$ cat src/design/lgrs_pkg.sv
package lgrs_pkg;

	// Width of a row on the stream ports.
	localparam int ROW_BITS = 64;

	// Width of the row_width register and its value after reset.
	localparam int WIDTH_BITS = 7;
	localparam logic [WIDTH_BITS-1:0] WIDTH_RESET = 7'd64;

	// Neighbour counts that give a live cell in the next generation.
	localparam logic [3:0] BIRTH_COUNT = 4'd3;
	localparam logic [3:0] KEEP_COUNT = 4'd2;

	// Result queue.
	localparam int QUEUE_DEPTH = 4;
	localparam int PTR_W = 2;
	localparam int LVL_W = 3;

	// Bits that one column shows to the columns on either side, already masked.
	typedef struct packed {
		logic up;
		logic pend;
		logic cur;
	} nb_t;

	// One result item.
	typedef struct packed {
		logic [ROW_BITS-1:0] cells;
		logic last;
	} result_t;

	// Up to two results written into the queue in one cycle, in order.
	typedef struct packed {
		logic [1:0] n;
		result_t r0;
		result_t r1;
	} push_t;

	// Queue status seen by the top level.
	typedef struct packed {
		logic [LVL_W-1:0] level;
	} queue_stat_t;

endpackage

$ cat src/design/lgrs_cell.sv
module lgrs_cell
	import lgrs_pkg::*;
(
	input  logic clk,
	input  logic arst_n,
	input  logic col_en,
	input  logic in_bit,
	input  logic acc,
	input  logic last,
	input  logic held,
	input  nb_t  nb_left,
	input  nb_t  nb_right,
	output nb_t  nb_own,
	output logic res_mid,
	output logic res_last
);

	logic upper_q;
	logic pend_q;
	logic u, p, i;
	logic a_own, a_left, a_right;
	logic [3:0] cnt_mid;
	logic [3:0] cnt_last;

	assign u = upper_q & col_en;
	assign p = pend_q & col_en;
	assign i = in_bit & col_en;

	assign nb_own = '{up: u, pend: p, cur: i};

	// Row above, this row's pending bit and the incoming row below.
	assign cnt_mid = 4'(nb_left.up) + 4'(nb_left.pend) + 4'(nb_left.cur)
		+ 4'(nb_right.up) + 4'(nb_right.pend) + 4'(nb_right.cur)
		+ 4'(u) + 4'(i);
	assign res_mid = col_en & ((cnt_mid == BIRTH_COUNT) | (p & (cnt_mid == KEEP_COUNT)));

	// Bottom row: the pending row moves up (if any), the incoming row is the
	// middle, and a dead row lies below.
	assign a_own = held & p;
	assign a_left = held & nb_left.pend;
	assign a_right = held & nb_right.pend;
	assign cnt_last = 4'(a_left) + 4'(nb_left.cur) + 4'(a_right) + 4'(nb_right.cur)
		+ 4'(a_own);
	assign res_last = col_en & ((cnt_last == BIRTH_COUNT) | (i & (cnt_last == KEEP_COUNT)));

	always_ff @(posedge clk or negedge arst_n) begin
		if (!arst_n) begin
			upper_q <= 1'b0;
			pend_q <= 1'b0;
		end else if (acc) begin
			if (last) begin
				upper_q <= 1'b0;
				pend_q <= 1'b0;
			end else begin
				upper_q <= a_own;
				pend_q <= i;
			end
		end
	end

endmodule

$ cat src/design/lgrs_out_queue.sv
module lgrs_out_queue
	import lgrs_pkg::*;
(
	input  logic                clk,
	input  logic                arst_n,
	input  push_t               push,
	input  logic                pop,
	output result_t             head,
	output logic                not_empty,
	output queue_stat_t         stat
);

	result_t entry_q [QUEUE_DEPTH];
	logic [PTR_W-1:0] wr_ptr_q;
	logic [PTR_W-1:0] rd_ptr_q;
	logic [LVL_W-1:0] level_q;
	logic [PTR_W-1:0] wr_next;
	logic do_pop;

	assign wr_next = wr_ptr_q + PTR_W'(1);
	assign not_empty = (level_q != '0);
	assign do_pop = pop & not_empty;
	assign head = entry_q[rd_ptr_q];
	assign stat = '{level: level_q};

	always_ff @(posedge clk) begin
		if (push.n != 2'd0) begin
			entry_q[wr_ptr_q] <= push.r0;
		end
		if (push.n == 2'd2) begin
			entry_q[wr_next] <= push.r1;
		end
	end

	always_ff @(posedge clk or negedge arst_n) begin
		if (!arst_n) begin
			wr_ptr_q <= '0;
			rd_ptr_q <= '0;
			level_q <= '0;
		end else begin
			wr_ptr_q <= wr_ptr_q + PTR_W'(push.n);
			if (do_pop) begin
				rd_ptr_q <= rd_ptr_q + PTR_W'(1);
			end
			level_q <= level_q + LVL_W'(push.n) - LVL_W'(do_pop);
		end
	end

endmodule

$ cat src/design/life_generation_row_stream.sv
// One generation of Life (birth on three neighbours, survival on two or three)
// over a grid that streams in one row per transaction, top row first.
// The slave channel (s_tvalid, s_tready, s_tdata, s_tlast) takes one row per
// transaction; s_tlast marks the bottom row. The master channel returns rows
// of the new generation in order; m_tlast marks its bottom row.
// Each row after the first releases the next state of the row before it; the
// bottom row also releases its own, so it gives two transactions. A single-row
// grid gives one. The cfg channel writes row_width; columns at or beyond it
// are dead. Write it only between transactions; the block does not check.
// A result is registered in the result queue as its row is taken.
// A row is taken in every cycle while the four-entry result queue has two
// entries free; the queue takes a row only then, so that the bottom row of
// each grid, which gives two results, always fits.
// When the receiver stalls the queue fills and s_tready falls; nothing is lost.
// Reset clears the held rows, empties the queue and sets row_width to 64.
module life_generation_row_stream
	import lgrs_pkg::*;
#(
	parameter int MAX_WIDTH = 64
) (
	input  logic                  clk,
	input  logic                  arst_n,
	input  logic                  s_tvalid,
	output logic                  s_tready,
	input  logic [ROW_BITS-1:0]   s_tdata,   // row_cells[63:0]
	input  logic                  s_tlast,   // last_row
	output logic                  m_tvalid,
	input  logic                  m_tready,
	output logic [ROW_BITS-1:0]   m_tdata,   // next_row_cells[63:0]
	output logic                  m_tlast,   // last_out
	input  logic                  cfg_valid,
	output logic                  cfg_ready,
	input  logic [WIDTH_BITS-1:0] cfg_data   // row_width[6:0]
);

	localparam logic [WIDTH_BITS-1:0] MAX_W = WIDTH_BITS'(MAX_WIDTH);

	logic [WIDTH_BITS-1:0] width_q;
	logic [WIDTH_BITS-1:0] width_sat;
	logic held_q;
	logic s_accept;
	logic [MAX_WIDTH-1:0] col_en;
	logic [MAX_WIDTH-1:0] mid_bits;
	logic [MAX_WIDTH-1:0] last_bits;
	nb_t nb [MAX_WIDTH];
	result_t res_mid;
	result_t res_last;
	push_t push;
	result_t head;
	queue_stat_t q_stat;

	assign cfg_ready = 1'b1;

	always_ff @(posedge clk or negedge arst_n) begin
		if (!arst_n) begin
			width_q <= WIDTH_RESET;
		end else if (cfg_valid && cfg_ready) begin
			width_q <= cfg_data;
		end
	end

	// A width above the number of cells saturates.
	assign width_sat = (width_q > MAX_W) ? MAX_W : width_q;

	// Two free queue entries are kept so that a bottom row always fits.
	assign s_tready = (q_stat.level <= LVL_W'(QUEUE_DEPTH - 2));
	assign s_accept = s_tvalid & s_tready;

	// Whether a row is pending; the bottom row returns the block to empty.
	always_ff @(posedge clk or negedge arst_n) begin
		if (!arst_n) begin
			held_q <= 1'b0;
		end else if (s_accept) begin
			held_q <= ~s_tlast;
		end
	end

	// One cell per column. Each sees the masked bits of the columns on either
	// side; the outermost cells see dead columns beyond the edge.
	for (genvar k = 0; k < MAX_WIDTH; k++) begin : g_col
		nb_t nb_l;
		nb_t nb_r;

		assign col_en[k] = (WIDTH_BITS'(k) < width_sat);

		if (k == 0) begin : g_left_edge
			assign nb_l = '0;
		end else begin : g_left
			assign nb_l = nb[k-1];
		end

		if (k == MAX_WIDTH - 1) begin : g_right_edge
			assign nb_r = '0;
		end else begin : g_right
			assign nb_r = nb[k+1];
		end

		lgrs_cell u_cell (
			.clk      (clk),
			.arst_n   (arst_n),
			.col_en   (col_en[k]),
			.in_bit   (s_tdata[k]),
			.acc      (s_accept),
			.last     (s_tlast),
			.held     (held_q),
			.nb_left  (nb_l),
			.nb_right (nb_r),
			.nb_own   (nb[k]),
			.res_mid  (mid_bits[k]),
			.res_last (last_bits[k])
		);
	end

	assign res_mid = '{cells: ROW_BITS'(mid_bits), last: 1'b0};
	assign res_last = '{cells: ROW_BITS'(last_bits), last: 1'b1};

	// The row before comes out first, then the bottom row if this is it.
	always_comb begin
		push.n = 2'd0;
		push.r0 = res_mid;
		push.r1 = res_last;
		if (s_accept) begin
			push.n = 2'(held_q) + 2'(s_tlast);
			if (!held_q) begin
				push.r0 = res_last;
			end
		end
	end

	lgrs_out_queue u_queue (
		.clk       (clk),
		.arst_n    (arst_n),
		.push      (push),
		.pop       (m_tready),
		.head      (head),
		.not_empty (m_tvalid),
		.stat      (q_stat)
	);

	assign m_tdata = head.cells;
	assign m_tlast = head.last;

	// The queue never holds more than it has room for.
	a_queue_bound: assert property (@(posedge clk) disable iff (!arst_n)
		q_stat.level <= LVL_W'(QUEUE_DEPTH))
		else $error("result queue overflow");

	// After the bottom row no row is left pending.
	a_last_clears: assert property (@(posedge clk) disable iff (!arst_n)
		(s_accept && s_tlast) |=> !held_q)
		else $error("row still pending after bottom row");

	// Any other row stays pending.
	a_row_held: assert property (@(posedge clk) disable iff (!arst_n)
		(s_accept && !s_tlast) |=> held_q)
		else $error("row not held after transaction");

	// An accepted row always adds at least one result unless it starts a grid.
	a_push_count: assert property (@(posedge clk) disable iff (!arst_n)
		(s_accept && held_q) |=> (q_stat.level != '0))
		else $error("result missing after row");

endmodule
$ cat config.mk
export PLATFORM = sky130hd
export DESIGN_NAME = life_generation_row_stream
export DESIGN_NICKNAME = d
export VERILOG_FILES = /design/src/design/lgrs_pkg.sv /design/src/design/lgrs_cell.sv /design/src/design/lgrs_out_queue.sv /design/src/design/life_generation_row_stream.sv
export SDC_FILE = /design/constraint.sdc
export NUM_CORES = 2
export LEC_CHECK = 0
export ABC_CLOCK_PERIOD_IN_PS = 18650
export BUFFER_PORTS_ARGS = -buffer_cell sky130_fd_sc_hd__buf_2
export CAP_MARGIN = 20
export CORE_MARGIN = 2
export CORE_UTILIZATION = 45
export CTS_CLUSTER_SIZE = 24
export DETAILED_ROUTE_END_ITERATION = 8
export GPL_ROUTABILITY_DRIVEN = 0
export GPL_TIMING_DRIVEN = 0
export HOLD_SLACK_MARGIN = 0.05
export PLACE_DENSITY = 0.64
export SLEW_MARGIN = 20
export SYNTH_ARGS = -nofsm -noshare
export SYNTH_HDL_FRONTEND = slang
export SYNTH_SLANG_ARGS = --single-unit
$ cat constraint.sdc
create_clock -name clk -period 18.65 [get_ports clk]
set_input_delay 1.865 -clock clk [delete_from_list [all_inputs] [get_ports clk]]
set_output_delay 1.865 -clock clk [all_outputs]
set_load 0.02 [all_outputs]
Word level (Yosys, flattened, before mapping)
Memories as Yosys holds them, arrays and structs flattened.
Cells that the tools add are included.
{ "totals": {"in_bits": 77, "n_memories": 1, "ff_bits": 143, "elab_cells": 1934, "mem_bits_rw": 260, "out_inout_bits": 68} }
{ "op_classes": {"magnitude_cmp": 66, "bitwise_logic": 643, "mux": 135, "addsub": 697, "n_eq_ne": 257, "reduce_logical": 2} }
{ "mem_list": {"columns": ["memory", "words", "word_bits", "read_ports", "rd_ports_with_merged_regs", "write_ports", "line_no", "source"], "rows": [
  ["u_queue.entry_q", 4, 65, 1, 0, 2, "lgrs_out_queue.sv:13", "result_t entry_q [QUEUE_DEPTH];"]
]} }
{ "op_table": {"columns": ["cell", "count"], "rows": [
  ["$add 4x1->4", 565],
  ["$eq 4x2->1 const B", 256],
  ["$and 1x1->1", 514],
  ["$add 1x1->2", 127],
  ["$lt 6x7->1 const A", 32],
  ["$mux 1", 132],
  ["$or 1x1->1", 128],
  ["$lt 5x7->1 const A", 16],
  ["$mux 67", 1],
  ["$mux 65", 1],
  ["$lt 4x7->1 const A", 8],
  ["$lt 3x7->1 const A", 4],
  ["$lt 1x7->1 const A", 2],
  ["$lt 2x7->1 const A", 2],
  ["$gt 7x7->1 const B", 1],
  ["$mux 7", 1],
  ["$add 2x1->2 const B", 2],
  ["$add 3x2->3", 1],
  ["$le 3x2->1 const B", 1],
  ["$reduce_bool 3->1", 1],
  ["$sub 3x1->3", 1],
  ["$add 2x2->2", 1],
  ["$eq 2x2->1 const B", 1],
  ["$reduce_bool 2->1", 1],
  ["$not 1->1", 1]
]} }

Depth between registers and ports, before layout
{ "depth": {"ltp_word": 20, "depth_mapped": 20} }

Cells and area by module
From an unflattened synthesis, not the netlist that was laid out.
{ "unflattened": {"cells_unflattened": 3701, "area_unflattened_um2": 40286.1} }
{ "by_module_without_submodules": {"columns": ["module", "area_per_inst_um2", "seq_area_each_um2", "n_inst", "cells_each"], "rows": [
  ["lgrs_cell at g_col[0].u_cell ...", 392.9, 50.0, 62, 44],
  ["lgrs_out_queue", 13332.8, 7982.7, 1, 668],
  ["life_generation_row_stream", 1801.7, 201.4, 1, 217],
  ["lgrs_cell at g_col[6].u_cell ...", 396.6, 50.0, 2, 44]
]} }

Worst setup path before layout
Ideal clock, no wire load.
{ "synth_path": {"path_kind": "input-to-reg", "start": "input s_tvalid", "end": "memory u_queue.entry_q[1][10] (netlist bit) (enable)", "cell_stages": 5, "t_required_ps": 18085, "path_buffers": 3, "slack_ps": 11042, "arrival_ps": 7044, "setup_time_ps": 565, "cell_sequence": "buf_2 > nand2_2 > clkbuf_1 > clkbuf_1 > nor3_1"} }
{ "synth_lines": {"columns": ["element", "line_no", "source"], "rows": [
  ["start, declared", "life_generation_row_stream.sv:23", "input logic s_tvalid,"],
  ["end, declared", "lgrs_out_queue.sv:13", null]
]} }

==> impl_metrics.env <==
export IMPL_ys_seq_area_frac=0.306
export IMPL_dpl_cell_area_sq_mm=0.0395
export IMPL_cts_resized_gates=0
export IMPL_crit_top_cell="fa_1"
export IMPL_routed_wl_um=127000
export IMPL_endpoint_kind="flip-flop"
export IMPL_ys_ff_latch=403
export IMPL_antenna_found_initial=1
export IMPL_finClkSkew_ps=27.8
export IMPL_drc=1
export IMPL_hold_depth=2
export IMPL_tightest_slew_ps=1260
export IMPL_synthesis_nets=4518
export IMPL_cpPeakStageDelay_ps=820
export IMPL_slowest_stage="or4_1"
export IMPL_rows=105
export IMPL_hp_class="flip-flop to flip-flop"
export IMPL_worstPathRequired_ps=19110
export IMPL_crit_fanout=10
export IMPL_p_per_area_mw_per_mm2=127
export IMPL_hold_viol_final=0
export IMPL_drive_gt1_frac=0.101
export IMPL_dpl_cell_count=4966
export IMPL_synth_top_area_frac=0.207
export IMPL_syn_area_per_cell_sq_um=9.93
export IMPL_die_height_um=291
export IMPL_whs_ps=449
export IMPL_pre_cts_ws_ps=12330
export IMPL_synth_compound_area_frac=0.114
export IMPL_cp_num_buf_inv=3
export IMPL_io_buffers=142
export IMPL_path_clk_slew_ps=60
export IMPL_cts_made_buffers=48
export IMPL_ant_nets=0
export IMPL_nNetsFinal=4729
export IMPL_yosysMostFrequentCell="inv_1"
export IMPL_h_tree_depth=2
export IMPL_finalSetupViolations=0
export IMPL_dp_hpwl_um=96800
export IMPL_period_needed_ps=5940
export IMPL_cts_tree="done"
export IMPL_clock_latency_ps=630
export IMPL_period_share=0.318
export IMPL_synth_top_family_by_area="adder cells"
export IMPL_io_pins=145
export IMPL_postCtsHoldBufs=0
export IMPL_rsz0062_at_grt="false"
export IMPL_stdcell_area_sq_mm=0.0411
export IMPL_vias=29800
export IMPL_synth_top_cells_by_area="edfxtp_1, fa_1, ha_1, dfrtp_1, inv_1"
export IMPL_p_leak_nw=19.5
export IMPL_startpoint_type="flip-flop"
export IMPL_grt_pass1_wl_um=189000
export IMPL_ff_latch_area_sq_mm=0.0113
export IMPL_cts_path_max_buffers=3
export IMPL_wl_per_cell_um=25.2
export IMPL_die_w_um=291
export IMPL_maxSlewHeadroom=0.158
export IMPL_syn_instance_count=3735
export IMPL_cp_data_arrival_time_ps=6400
export IMPL_die_area_sq_mm=0.0848
export IMPL_grt_pass1_vias=29700
export IMPL_grt_max_degree=80
export IMPL_fmax_mhz=168
export IMPL_cp_top_family="adder cells"
export IMPL_ir_worst_vdd_v=0.0000696
export IMPL_crit_path_cell_trace="buf_2 -> or4_1 -> o21ai_0 -> nand2_1 -> nand2_1 -> inv_1 -> ha_1 -> inv_1 -> fa_1 -> fa_1 -> fa_1 -> fa_1 -> nor2_1 -> nand3_1 -> a221oi_1 -> nand3_1 -> a21oi_1"
export IMPL_core_region_area_sq_mm=0.0818
export IMPL_post_cts_buffers=0
export IMPL_drv_slew=0
export IMPL_yosys_top_cells_count="inv_1, fa_1, nand2_1, ha_1, edfxtp_1"
export IMPL_violations="DRC"
export IMPL_layout_setup_ws_ps=12710
export IMPL_yosysWarningCount=0
export IMPL_fin_setup_tns_ps=0
export IMPL_path_depth=17
export IMPL_drt_iter0_drc=3464
export IMPL_start_util=0.453
export IMPL_worstRegToRegCells=17
export IMPL_synth_cell_types=76
export IMPL_track_usage=0.302
export IMPL_synthesis_area_sq_mm=0.0371
export IMPL_root_buffer="clkbuf_16"
export IMPL_nFillCells=7587
export IMPL_final_cells=5056
export IMPL_worstSetupPathType="flip-flop to flip-flop"
export IMPL_viasPerCell=5.89
export IMPL_multi_input_area_sq_mm=0.0222
export IMPL_area_delta_synth_final_pct=10.8
export IMPL_firstDrtPassIters=9
export IMPL_clock_sinks=403
export IMPL_status="finished with violations"
export IMPL_synth_top_cell_by_area="edfxtp_1"
export IMPL_synthAdderAreaFrac=0.315
export IMPL_synth_xor_area_frac=0.00142
export IMPL_synthFlopType="edfxtp_1"
export IMPL_synth_simple_gate_area_frac=0.119
export IMPL_async_reset_ff_frac=0.355
export IMPL_grt_ovfl_total=0
export IMPL_synthMuxAreaShare=0.0457
export IMPL_cap_violations=0
export IMPL_synth_edf_count=256
[path summary, 6_finish.rpt]
check | from | end | slack (ps)
min reg2reg | u_queue.entry_q[1][0] | u_queue.entry_q[1][0] | 450
max | width_q[0] | u_queue.entry_q[0][34] | 12710
max in group asynchronous | arst_n | g_col[26].u_cell.pend_q | 16510
max reg2reg | width_q[0] | u_queue.entry_q[0][34] | 12710
min in group asynchronous | arst_n | g_col[50].u_cell.pend_q | 1190
min | u_queue.entry_q[1][0] | u_queue.entry_q[1][0] | 450
[state kept, by name, summed over array words and instances (netlist names)]
register / cells
u_queue.wr_ptr_q: 2
u_queue.entry_q: 260
width_q: 7
held_q: 1
g_col.u_cell.upper_q: 64
u_queue.stat: 3
g_col.u_cell.pend_q: 64
u_queue.rd_ptr_q: 2
[final cells by class]
cell class                      instances  share of cell area
Antenna cell                            2            0.000122
Buffer                                138              0.0154
Clock buffer                           65              0.0320
Clock inverter                         23             0.00767
Inverter                              806              0.0736
Multi-Input combinational cell       2388               0.539
Sequential cell                       403               0.276
Tap cell                             1070              0.0326
Timing Repair Buffer                  161              0.0239
[power breakdown]
part	internal (mW)	total [mW]	switching [mW]	leakage, nW
clock	0.604	1.02	0.414	0.787
combinational	1.04	3.01	1.98	14.4
sequential	1.11	1.20	0.0844	4.30
total	2.75	5.23	2.48	19.5
[kinds of logic after synthesis]
logic type / Yosys count
xor gates and xnor gates: 6
and+or+nand+nor: 934
adders and majority gates: 706
DFF: 403
other: 1
muxes: 87
buffers and inverters: 944
AOI/OAI and AO/OA: 654
[through the flow]
| stage | power (mW) | utilization |
|---|---|---|
| after CTS | 5.19 | 0.502 |
| after floorplan | 3.16 | - |
| after global routing | 5.59 | 0.502 |
| after detailed placement | 4.17 | 0.482 |
| after global placement | 4.07 | 0.478 |
| final | 5.23 | 0.502 |
[routing by layer]
layer	wire length (um)	global-route usage
met4	8290	0.160
met3	15200	0.0739
met1	48700	0.403
met5	0	0
met2	55000	0.455
[worst register-to-register path: stages (launching register included)]
cell      delay [ps]
dfrtp_1          350
buf_2            200
or4_1            820
o21ai_0          480
nand2_1          290
nand2_1          290
inv_1             70
ha_1             270
inv_1             40
fa_1             500
fa_1             430
fa_1             410
fa_1             400
nor2_1           100
nand3_1           80
a221oi_1         730
nand3_1          150
a21oi_1          170
[layout by cell type (no fill, tap or decap), types with 23 or more instances in the layout]
master	instances
inv_1	803
fa_1	380
nand2_1	355
ha_1	326
edfxtp_1	256
nor2_1	245
buf_2	181
o21ai_0	173
dfrtp_1	142
o22ai_1	110
clkbuf_1	86
a22oi_1	80
a21oi_1	74
nand3_1	66
mux4_2	65
nand2b_1	53
clkbuf_16	49
nor2b_1	47
o32ai_1	34
and2_1	31
a21o_1	30
nor3b_1	29
a31oi_1	27
nor3_1	23
No activity file was read; power rests on OpenSTA's default activity.
